File: src/design/tcw_pkg.sv
`timescale 1ns / 1ps
// ============================================================================
// tcw_pkg
// Shared types and constants of the text console writer: operation codes,
// register indexes, cell constants and the window and result structures.
// ============================================================================
package tcw_pkg;

  // Default screen geometry.
  localparam int DEF_SCREEN_COLUMNS = 80;
  localparam int DEF_SCREEN_ROWS    = 25;

  // Fixed field widths of the channels.
  localparam int OP_W     = 2;
  localparam int CHAR_W   = 8;
  localparam int COLOR_W  = 8;
  localparam int INDEX_W  = 11;
  localparam int POS_W    = 11;
  localparam int CELL_W   = CHAR_W + COLOR_W;
  localparam int CFG_IDX_W  = 2;
  localparam int CFG_DATA_W = 7;

  // Operation codes.
  localparam logic [OP_W-1:0] OP_PUT   = 2'd0;
  localparam logic [OP_W-1:0] OP_CLEAR = 2'd1;
  localparam logic [OP_W-1:0] OP_READ  = 2'd2;

  // Configuration register indexes.
  localparam logic [CFG_IDX_W-1:0] REG_WINDOW_LEFT   = 2'd0;
  localparam logic [CFG_IDX_W-1:0] REG_WINDOW_TOP    = 2'd1;
  localparam logic [CFG_IDX_W-1:0] REG_WINDOW_WIDTH  = 2'd2;
  localparam logic [CFG_IDX_W-1:0] REG_WINDOW_HEIGHT = 2'd3;

  // Character and cell constants.
  localparam logic [CHAR_W-1:0] CHAR_NEWLINE = 8'h0A;
  localparam logic [CHAR_W-1:0] CHAR_SPACE   = 8'h20;
  localparam logic [COLOR_W-1:0] BLANK_COLOR = 8'h0F;
  localparam logic [CELL_W-1:0] BLANK_CELL   = {BLANK_COLOR, CHAR_SPACE};

  // Text window settings.
  typedef struct packed {
    logic [6:0] left;
    logic [4:0] top;
    logic [6:0] width;
    logic [4:0] height;
  } tcw_win_t;

  // One result beat.
  typedef struct packed {
    logic [POS_W-1:0]   cursor_pos;
    logic               scrolled;
    logic [CHAR_W-1:0]  cell_char;
    logic [COLOR_W-1:0] cell_color;
  } tcw_result_t;

endpackage

File: src/design/tcw_seq.sv
`timescale 1ns / 1ps
// ============================================================================
// tcw_seq
// Console sequencer: keeps the cursor, runs the clearing pass after reset,
// and walks the window for scroll and clear, reading and writing the cell
// store through a registered write stage. A copy read that hits the cell
// still waiting in the write stage takes its data from that stage.
// ============================================================================
module tcw_seq #(
  parameter int SCREEN_COLUMNS = tcw_pkg::DEF_SCREEN_COLUMNS,
  parameter int SCREEN_ROWS    = tcw_pkg::DEF_SCREEN_ROWS,
  localparam int CELLS  = SCREEN_COLUMNS * SCREEN_ROWS,
  localparam int ADDR_W = $clog2(CELLS)
) (
  input  logic                          clk,
  input  logic                          rst,
  // Input item
  input  logic                          item_valid,
  output logic                          item_ready,
  input  logic [tcw_pkg::OP_W-1:0]      item_op,
  input  logic [tcw_pkg::CHAR_W-1:0]    item_char,
  input  logic [tcw_pkg::COLOR_W-1:0]   item_color,
  input  logic [tcw_pkg::INDEX_W-1:0]   item_index,
  // Window settings
  input  tcw_pkg::tcw_win_t             win,
  // Result towards the output register
  output logic                          res_valid,
  input  logic                          res_ready,
  output tcw_pkg::tcw_result_t          res,
  // Cell store ports
  output logic                          mem_we,
  output logic [ADDR_W-1:0]             mem_waddr,
  output logic [tcw_pkg::CELL_W-1:0]    mem_wdata,
  output logic                          mem_re,
  output logic [ADDR_W-1:0]             mem_raddr,
  input  logic [tcw_pkg::CELL_W-1:0]    mem_rdata
);

  localparam logic [2:0] S_INIT = 3'd0;
  localparam logic [2:0] S_IDLE = 3'd1;
  localparam logic [2:0] S_EXEC = 3'd2;
  localparam logic [2:0] S_SCAN = 3'd3;
  localparam logic [2:0] S_DONE = 3'd4;

  localparam logic [ADDR_W-1:0] LAST_ADDR = ADDR_W'(CELLS - 1);

  function automatic logic on_screen(input logic [7:0] x, input logic [5:0] y);
    return (32'(x) < SCREEN_COLUMNS) && (32'(y) < SCREEN_ROWS);
  endfunction

  function automatic logic [ADDR_W-1:0] cell_addr(input logic [7:0] x,
                                                  input logic [5:0] y);
    return ADDR_W'(ADDR_W'(y) * ADDR_W'(SCREEN_COLUMNS) + ADDR_W'(x));
  endfunction

  // Control state
  logic [2:0]              state;
  logic [ADDR_W-1:0]       init_addr;
  logic [6:0]              col;
  logic [4:0]              row;

  // Latched item
  logic [tcw_pkg::OP_W-1:0]    op_q;
  logic [tcw_pkg::CHAR_W-1:0]  char_q;
  logic [tcw_pkg::COLOR_W-1:0] color_q;
  logic [tcw_pkg::INDEX_W-1:0] idx_q;
  logic                        scrolled_q;
  logic                        rd_ok_q;

  // Window walk
  logic       mode_copy;
  logic [7:0] sx;
  logic [5:0] sy;
  logic [5:0] row_end;

  // Write stage
  logic                       wr_valid;
  logic [ADDR_W-1:0]          wr_addr;
  logic                       wr_from_mem;
  logic                       wr_src_ok;
  logic [tcw_pkg::CELL_W-1:0] wr_const;
  logic                       wr_fwd;
  logic [tcw_pkg::CELL_W-1:0] wr_fwd_data;

  // Write requests issued this cycle
  logic                       req_valid;
  logic [ADDR_W-1:0]          req_addr;
  logic                       req_from_mem;
  logic                       req_src_ok;
  logic [tcw_pkg::CELL_W-1:0] req_const;

  // Derived window figures
  logic [4:0] eff_h;
  logic [5:0] last_row;
  logic [7:0] x_end;
  logic [7:0] cur_x;
  logic [5:0] cur_y;
  logic [5:0] src_y;
  logic       walk_row_done;
  logic       walk_col_done;
  logic       idx_ok;

  // Put cursor update
  logic [6:0] col_inc;
  logic [6:0] col_n;
  logic [4:0] row_n;
  logic       need_scroll;
  logic [15:0] pos_full;

  assign eff_h    = (win.height < 5'd2) ? 5'd2 : win.height;
  assign last_row = {1'b0, win.top} + {1'b0, eff_h} - 6'd2;
  assign x_end    = {1'b0, win.left} + {1'b0, win.width};
  assign cur_x    = {1'b0, win.left} + {1'b0, col};
  assign cur_y    = {1'b0, win.top} + {1'b0, row};
  assign src_y    = sy + 6'd1;
  assign walk_row_done = (sy >= row_end);
  assign walk_col_done = (sx >= x_end);
  assign idx_ok   = 32'(idx_q) < CELLS;

  // Cursor movement of a put, before any scroll.
  always_comb begin
    col_inc = col + 7'd1;
    if (char_q == tcw_pkg::CHAR_NEWLINE) begin
      col_n = 7'd0;
      row_n = row + 5'd1;
    end else if (col_inc >= win.width) begin
      col_n = 7'd0;
      row_n = row + 5'd1;
    end else begin
      col_n = col_inc;
      row_n = row;
    end
    need_scroll = (row_n >= (eff_h - 5'd1));
  end

  // Memory reads and write requests for the current state.
  always_comb begin
    req_valid    = 1'b0;
    req_addr     = '0;
    req_from_mem = 1'b0;
    req_src_ok   = 1'b0;
    req_const    = '0;
    mem_re       = 1'b0;
    mem_raddr    = '0;
    unique case (state)
      S_INIT: begin
        req_valid = 1'b1;
        req_addr  = init_addr;
      end
      S_EXEC: begin
        if (op_q == tcw_pkg::OP_PUT && char_q != tcw_pkg::CHAR_NEWLINE) begin
          req_valid = on_screen(cur_x, cur_y);
          req_addr  = cell_addr(cur_x, cur_y);
          req_const = {color_q, char_q};
        end else if (op_q == tcw_pkg::OP_READ) begin
          mem_re    = idx_ok;
          mem_raddr = ADDR_W'(idx_q);
        end
      end
      S_SCAN: begin
        if (!walk_row_done && !walk_col_done) begin
          req_valid = on_screen(sx, sy);
          req_addr  = cell_addr(sx, sy);
          if (mode_copy) begin
            req_from_mem = 1'b1;
            req_src_ok   = on_screen(sx, src_y);
            mem_re       = on_screen(sx, src_y);
            mem_raddr    = cell_addr(sx, src_y);
          end else begin
            req_const = tcw_pkg::BLANK_CELL;
          end
        end
      end
      default: begin
      end
    endcase
  end

  // Sequencer.
  always_ff @(posedge clk) begin
    if (rst) begin
      state     <= S_INIT;
      init_addr <= '0;
      col       <= 7'd0;
      row       <= 5'd0;
    end else begin
      unique case (state)
        S_INIT: begin
          if (init_addr == LAST_ADDR) begin
            state <= S_IDLE;
          end else begin
            init_addr <= init_addr + ADDR_W'(1);
          end
        end
        S_IDLE: begin
          if (item_valid) begin
            op_q       <= item_op;
            char_q     <= item_char;
            color_q    <= item_color;
            idx_q      <= item_index;
            scrolled_q <= 1'b0;
            rd_ok_q    <= 1'b0;
            state      <= S_EXEC;
          end
        end
        S_EXEC: begin
          unique case (op_q)
            tcw_pkg::OP_PUT: begin
              col        <= col_n;
              row        <= need_scroll ? row_n - 5'd1 : row_n;
              scrolled_q <= need_scroll;
              mode_copy  <= 1'b1;
              sx         <= {1'b0, win.left};
              sy         <= {1'b0, win.top};
              row_end    <= last_row;
              state      <= need_scroll ? S_SCAN : S_DONE;
            end
            tcw_pkg::OP_CLEAR: begin
              col       <= 7'd0;
              row       <= 5'd0;
              mode_copy <= 1'b0;
              sx        <= {1'b0, win.left};
              sy        <= {1'b0, win.top};
              row_end   <= last_row + 6'd1;
              state     <= S_SCAN;
            end
            tcw_pkg::OP_READ: begin
              rd_ok_q <= idx_ok;
              state   <= S_DONE;
            end
            default: begin
              state <= S_DONE;
            end
          endcase
        end
        S_SCAN: begin
          priority if (walk_row_done) begin
            if (mode_copy) begin
              // Copy finished: blank the freed last row.
              mode_copy <= 1'b0;
              sx        <= {1'b0, win.left};
              sy        <= last_row;
              row_end   <= last_row + 6'd1;
            end else begin
              state <= S_DONE;
            end
          end else if (walk_col_done) begin
            sx <= {1'b0, win.left};
            sy <= sy + 6'd1;
          end else begin
            sx <= sx + 8'd1;
          end
        end
        S_DONE: begin
          if (res_ready) begin
            state <= S_IDLE;
          end
        end
        default: begin
          state <= S_INIT;
        end
      endcase
    end
  end

  // Write stage: the request lands in the next cycle, with read data to hand.
  // A copy read of the cell being written in the same cycle is forwarded.
  always_ff @(posedge clk) begin
    if (rst) begin
      wr_valid <= 1'b0;
    end else begin
      wr_valid <= req_valid;
    end
    wr_addr     <= req_addr;
    wr_from_mem <= req_from_mem;
    wr_src_ok   <= req_src_ok;
    wr_const    <= req_const;
    wr_fwd      <= req_from_mem && req_src_ok && wr_valid && (wr_addr == mem_raddr);
    wr_fwd_data <= mem_wdata;
  end

  assign mem_we    = wr_valid;
  assign mem_waddr = wr_addr;
  assign mem_wdata = wr_from_mem ?
                     (wr_src_ok ? (wr_fwd ? wr_fwd_data : mem_rdata) : '0) : wr_const;

  // Result of the finished item.
  assign pos_full = 16'(cur_y) * 16'(SCREEN_COLUMNS) + 16'(cur_x);

  assign item_ready     = (state == S_IDLE);
  assign res_valid      = (state == S_DONE);
  assign res.cursor_pos = pos_full[tcw_pkg::POS_W-1:0];
  assign res.scrolled   = scrolled_q;
  assign res.cell_char  = rd_ok_q ? mem_rdata[tcw_pkg::CHAR_W-1:0] : '0;
  assign res.cell_color = rd_ok_q ? mem_rdata[tcw_pkg::CELL_W-1:tcw_pkg::CHAR_W] : '0;

endmodule

File: config.mk
export PLATFORM = sky130hd
export DESIGN_NAME = tcw_seq
export DESIGN_NICKNAME = d
export VERILOG_FILES = /design/src/design/tcw_pkg.sv /design/src/design/tcw_seq.sv
export SDC_FILE = /design/constraint.sdc
export NUM_CORES = 1
export LEC_CHECK = 0
export BUFFER_PORTS_ARGS = -buffer_cell sky130_fd_sc_hd__buf_2
export CAP_MARGIN = 30
export CORE_MARGIN = 2
export CORE_UTILIZATION = 44
export DETAILED_ROUTE_END_ITERATION = 8
export GPL_TIMING_DRIVEN = 0
export MAX_ROUTING_LAYER = met4
export PLACE_DENSITY = 0.65
export SLEW_MARGIN = 20
export SYNTH_ARGS = -nofsm -noshare
export SYNTH_HDL_FRONTEND = slang
export SYNTH_SLANG_ARGS = --single-unit
File: constraint.sdc
create_clock -name clk -period 5.6 [get_ports clk]
set_clock_uncertainty 0.2 [all_clocks]
set_input_delay 1.12 -clock clk [delete_from_list [all_inputs] [get_ports clk]]
set_output_delay 1.12 -clock clk [all_outputs]
set_load 0.01 [all_outputs]
==> results of run 1 <==
## layer usage
metal  up-vias  part of all wire, %  routed length (um)
met5         -                    0                   0
met4         0                  1.7                 371
met3        26                  6.9                1540
met2       253                   44                9810
met1      3195                   47               10500
li1       3415                    -                   -
## per-stage QoR
| stage | TNS, ns | total power (uW) | setup WS [ns] |
|---|---|---|---|
| global placement | -0.0840 | 1270 | -0.0538 |
| floorplan | 0 | 1170 | 0.641 |
| finish | 0 | 2350 | 0.149 |
| global route | -0.00443 | 2440 | -0.00443 |
| CTS | 0 | 2360 | 0.0229 |
| detailed placement | -0.0425 | 1280 | -0.0222 |
## Yosys cell counts (17+ instances only)
library cell	count
ha_1	95
inv_1	92
dfxtp_1	73
edfxtp_1	52
nand2_1	52
nor2_1	48
xnor2_1	46
a21oi_1	43
o21ai_0	38
and2_1	32
xor2_1	32
a21o_1	23
mux2i_1	23
clkbuf_1	20
o22ai_1	19
nand3_1	17
## what timing repair did
action | 4_1_cts | 5_1_grt
endpoints found under the setup margin | 2 | 13
pin swaps | 0 | 3
setup buffers | 0 | 3
gates resized for setup | 2 | 8
hold buffers | 0 | 0
## worst max-delay path, cell delays in order
cell      delay (ns)
buf_2           0.12
ha_1            0.22
fa_1            0.40
a21o_1          0.19
a21oi_2         0.18
o21bai_1        0.08
a21oi_1         0.18
xnor2_1         0.18
ha_1            0.30
a21o_1          0.19
a21oi_1         0.25
nor2_1          0.10
xnor2_1         0.25
xnor2_2         0.20
buf_2           0.19
## power by group
group	total (uW)	internal, uW	leakage, uW	switching [uW]
Sequential	971	959	0.00106	11.2
Clock	1090	599	0.000291	486
Combinational	299	131	0.00328	168
## final timing paths
kind / endpoint / cells after the start
hold / removal: wr_const[12] / 1
hold reg to reg: wr_const[12] / 1
setup reg to reg: state[1] / 18
setup / recovery: res[27] / 15
## sequential cells by signal, indices dropped and copies added, names as in the netlist, 2 cells and up
signal	flops
char_q	8
col	7
color_q	8
idx_q	11
init_addr	11
mem_waddr	11
op_q	2
row	5
row_end	6
state	3
sx	8
sy	6
wr_const	16
wr_fwd_data	16
## kinds of logic (layout without fill, tap and decap cells)
kind of cell             after synthesis  in the layout  synth area share [%]
AND/OR/NAND/NOR                      219            219                  13.8
AO/OA/AOI/OAI                        197            197                  16.0
flip-flops                           125            125                  36.7
buffers and inverters                116            296                  5.43
adder cells (fa/ha/maj)              105            105                  16.9
XOR/XNOR                              78             78                  8.30
multiplexers                          23             23                  2.80
other                                  0              1                     0
## area by class of cell
class	instances	area (um^2)	share of cell area [%]
well taps	234	293	2.95
flip-flops and latches	125	3020	30.5
clock buffers	17	425	4.29
clock inverters	15	159	1.60
plain buffers	23	97.6	0.984
diodes	1	2.50	0.0252
multi-input cells	622	4810	48.4
inverters	93	352	3.54
repair buffers	148	763	7.69
==> impl_metrics.tcl, run 1 <==
set metrics [dict create \
    power_density_mw_per_mm2 237 \
    path_clk_slew_ns 0.07 \
    clk_path_buf_depth 2 \
    dp_hpwl_um 17800 \
    insertion_delay_ns 0.43 \
    drive_gt1_share_pct 19.4 \
    drcViolationCount 0 \
    cts_tree "yes" \
    cts.sinks 125 \
    postLayoutCellArea_mm2 0.00992 \
    drt-wirelength-per-cell_um 17.4 \
    utilization_pct 53.6 \
    antenna_found_initial 0 \
    critPathRequiredTime_ns 4.28 \
    relSlewSlack_pct 37.8 \
    hold_class "register to register" \
    dieArea_mm2 0.0198 \
    ys_seq_area_share_pct 36.7 \
    power.leakage_uw 0.00464 \
    grt_util_all_layers_pct 23.0 \
    synth-seq-cells 125 \
    met3_usage_pct 4.48 \
    synth_cells 863 \
    fillCellCount 1732 \
    num_rows 50 \
    syn_avg_cell_area_um2 9.53 \
    crit_fanout 3 \
    wirelength_um 22200 \
    ir_worst_vdd_uv 217 \
    start_kind "input port" \
    synth_ff_type "dfxtp_1" \
    ys_top_cells_by_area "edfxtp_1 19%, dfxtp_1 18%, ha_1 14%, xnor2_1 4.9%, inv_1 4.2%" \
    reg2reg_from "col[0]" \
    synth_top_area_share_pct 19.0 \
    maxCapViolCount 0 \
    hold_slack_ns 0.240 \
    worst_pin_slew_ns 0.920 \
    dpl-instance-area_mm2 0.00926 \
    fin_crit_ns 5.45 \
    final_common_cell "buf_2" \
    top_usage_layer "met2" \
    layout_common_cells "143 x buf_2, 95 x ha_1, 92 x inv_1" \
    ant_nets 0 \
    yosysWarnings 0 \
    gp_congestion 0.881 \
    final_nets 1208 \
    fmax_ghz 0.183 \
    avgViaCountPerCell 5.39 \
    timing.hold.worst.start "color_q[4]" \
    critical_path_arrival_ns 4.13 \
    ys_types 68 \
    synth_top_area_cell "edfxtp_1" \
    worst_setup_path_end_kind "output port" \
    drtIter0Drc 443 \
    met2_usage_pct 35.1 \
    slew_viol_final 0 \
    grt_overflow 0 \
    reg2reg_slack_ns 1.01 \
    dieHeight_um 141 \
    core_mm2 0.0185 \
    grt_pass1_wl_um 34600 \
    vias 6889 \
    io_pins 143 \
    setup_violations 0 \
    syn_nets 1041 \
    synth_edf_count 52 \
    numCtsBuffers 17 \
    dp.cells 1241 \
    timing.final.hold_violations 0 \
    h-tree-depth 4 \
    ys_async_sr_fraction_pct 0 \
    instances_no_fill 1278 \
    crit_start "win[17]" \
    grt_pass1_vias 6443 \
    die_w_um 141 \
    finalCritPeriodShare_pct 97.3 \
    grt_max_degree 28 \
    start_util_pct 44.4 \
    area_growth_pct 20.6 \
    status "finished, final reports clean" \
    root_buffer "clkbuf_16" \
    portBuffers 142 \
    netlist_area_mm2 0.00823 \
    critical_path_class "input port to output port" \
    grtUsageMet1_pct 31.4 \
    firstDrtPassIters 6 \
]
No activity file was read; power rests on OpenSTA's default activity.
==> run 2, diff against run 1 <==
--- a/config.mk
+++ b/config.mk
@@ -8,11 +8,11 @@
 export BUFFER_PORTS_ARGS = -buffer_cell sky130_fd_sc_hd__buf_2
 export CAP_MARGIN = 30
 export CORE_MARGIN = 2
-export CORE_UTILIZATION = 44
+export CORE_UTILIZATION = 42
 export DETAILED_ROUTE_END_ITERATION = 8
 export GPL_TIMING_DRIVEN = 0
 export MAX_ROUTING_LAYER = met4
-export PLACE_DENSITY = 0.65
+export PLACE_DENSITY = 0.63
 export SLEW_MARGIN = 20
 export SYNTH_ARGS = -nofsm -noshare
 export SYNTH_HDL_FRONTEND = slang
==> run 2 against run 1 <==
- clock power hardly changed
- flip-flop and latch count did not move
- worst hold slack better by 0.0035 ns
- sequential power about the same
- combinational power hardly changed
- sequential share of layout area is 0.077 points lower
- die area up 4.6%
- first-iteration DRC count increased by 8.4%
- critical path type unchanged
==> impl_metrics.tcl, run 2 (synthesized netlist as in run 1, its figures left out) <==
set metrics [dict create \
    core_mm2 0.0193 \
    start_util_pct 42.5 \
    avgViaCountPerCell 5.23 \
    cts.sinks 125 \
    firstDrtPassIters 5 \
    insertion_delay_ns 0.43 \
    reg2reg_slack_ns 0.98 \
    finalCritPeriodShare_pct 97.0 \
    max_stage_delay_ns 0.40 \
    top_regs "wr_const (16), wr_fwd_data (16)" \
    clk_path_buf_depth 2 \
    die_w_um 144 \
    rsz0062_at_grt "yes" \
    antenna_found_initial 0 \
    maxCapViolCount 0 \
    ir_worst_vdd_uv 192 \
    fmax_ghz 0.184 \
    dp_hpwl_um 17800 \
    dieArea_mm2 0.0207 \
    num_rows 51 \
    ctsHoldBuffers 0 \
    relSlewSlack_pct 38.2 \
    root_buffer "clkbuf_16" \
    fin_ws_ns 0.166 \
    final_nets 1207 \
    setup_violations 0 \
    worst_path_max_delay_cell "fa_1" \
    layout_common_cells "143 x buf_2, 94 x ha_1, 92 x inv_1" \
    hold_class "register to register" \
    antenna_cells 0 \
    worst_pin_slew_ns 0.915 \
    drtIter0Drc 480 \
    setup_tns_ns 0 \
    vias 6836 \
    place_ws_ns -0.0903 \
    cp.depth 17 \
    path_clk_slew_ns 0.07 \
    crit_fanout 8 \
    r2r_cells 18 \
    io_pins 143 \
    portBuffers 142 \
    postLayoutCellArea_mm2 0.00995 \
    cts_tree "yes" \
    ant_nets 0 \
    status "finished, final reports clean" \
    critical_path_arrival_ns 4.11 \
    reg2reg_from "col[0]" \
    cp-endpoint "mem_re" \
    worst_r2r_endpoint "state[1]" \
    drive_gt1_share_pct 19.4 \
    worst_setup_path_end_kind "output port" \
    dpl-instance-area_mm2 0.00930 \
    grt_max_degree 27 \
    final_common_cell "buf_2" \
    crit_start "win[5]" \
    multiInputGateArea_mm2 0.00482 \
    start_kind "input port" \
    fin_crit_ns 5.43 \
    timing.final.hold_violations 0 \
    timing.critical_path.buf_inv 3 \
    grt_pass1_wl_um 34200 \
    crit_path_cell_trace "buf_2 > ha_1 > fa_1 > a21o_1 > a21oi_1 > o21bai_1 > a21oi_1 > xor2_1 > ha_1 > o211ai_1 > o211a_1 > and2_1 > nand2_2 > inv_4 > nand2_1 > o21ai_1 > buf_2" \
    critPathRequiredTime_ns 4.28 \
    crit_family "compound AO/OA/AOI/OAI gates" \
    slew_viol_final 0 \
    grt_overflow 0 \
    numCtsBuffers 17 \
    gp_congestion 0.923 \
    h-tree-depth 4 \
    drt-wirelength-per-cell_um 16.9 \
    area_growth_pct 20.9 \
    grt_util_all_layers_pct 22.2 \
    seq_area_mm2 0.00302 \
    dieHeight_um 144 \
    power_density_mw_per_mm2 236 \
    wirelength_um 22100 \
    power.leakage_uw 0.00463 \
    fillCellCount 1832 \
    drcViolationCount 0 \
    critical_path_class "input port to output port" \
    grt_pass1_vias 6457 \
]
[run 2: worst min-delay path by stage]
stage                    start           end  slack, ns  cells past startpoint
floorplan           color_q[2]  wr_const[10]       0.22                      1
global placement    color_q[2]  wr_const[10]       0.22                      1
detailed placement  color_q[0]   wr_const[8]       0.23                      1
CTS                 color_q[2]  wr_const[10]       0.24                      1
global route        color_q[2]  wr_const[10]       0.25                      1
finish              color_q[5]  wr_const[13]       0.24                      1
[run 2: cell type report]
cell class	count	area share [%]
buffer	23	0.981
clock buffer	17	4.28
clock inverter	15	1.41
inverter	93	3.53
multi-input combinational	622	48.5
sequential	125	30.4
tap	265	3.33
timing repair buffer	147	7.62
[run 2: report_power, final]
group,total (uW),internal (uW),switching [uW]
Combinational,302,133,169
Sequential,971,960,11.4
Clock,1080,592,485
[run 2: timing repair]
item,in CTS,in global routing
buffers inserted,0,2
pin swaps,0,4
gates resized for setup,2,10
endpoints found under the setup margin,2,12
[run 2: metrics by stage]
stage / util (%) / instances / power, uW / hold WS (ns)
after floorplan: - / 863 / 1170 / 0.220
after global placement: 47.9 / 1270 / 1280 / 0.223
after detailed placement: 48.1 / 1272 / 1280 / 0.233
after CTS: 51.1 / 1304 / 2350 / 0.242
after global routing: 51.4 / 1307 / 2430 / 0.251
final: 51.4 / 1307 / 2350 / 0.243
[run 2: routing by layer]
metal | vias up | share of wire (%) | wire length, um | GRT usage [%]
met3 | 25 | 8.1 | 1800 | 5.16
met5 | - | 0 | 0 | -
met4 | 0 | 1.5 | 327 | 5.73
met1 | 3145 | 48 | 10500 | 30.2
li1 | 3409 | - | - | -
met2 | 257 | 43 | 9420 | 33.3
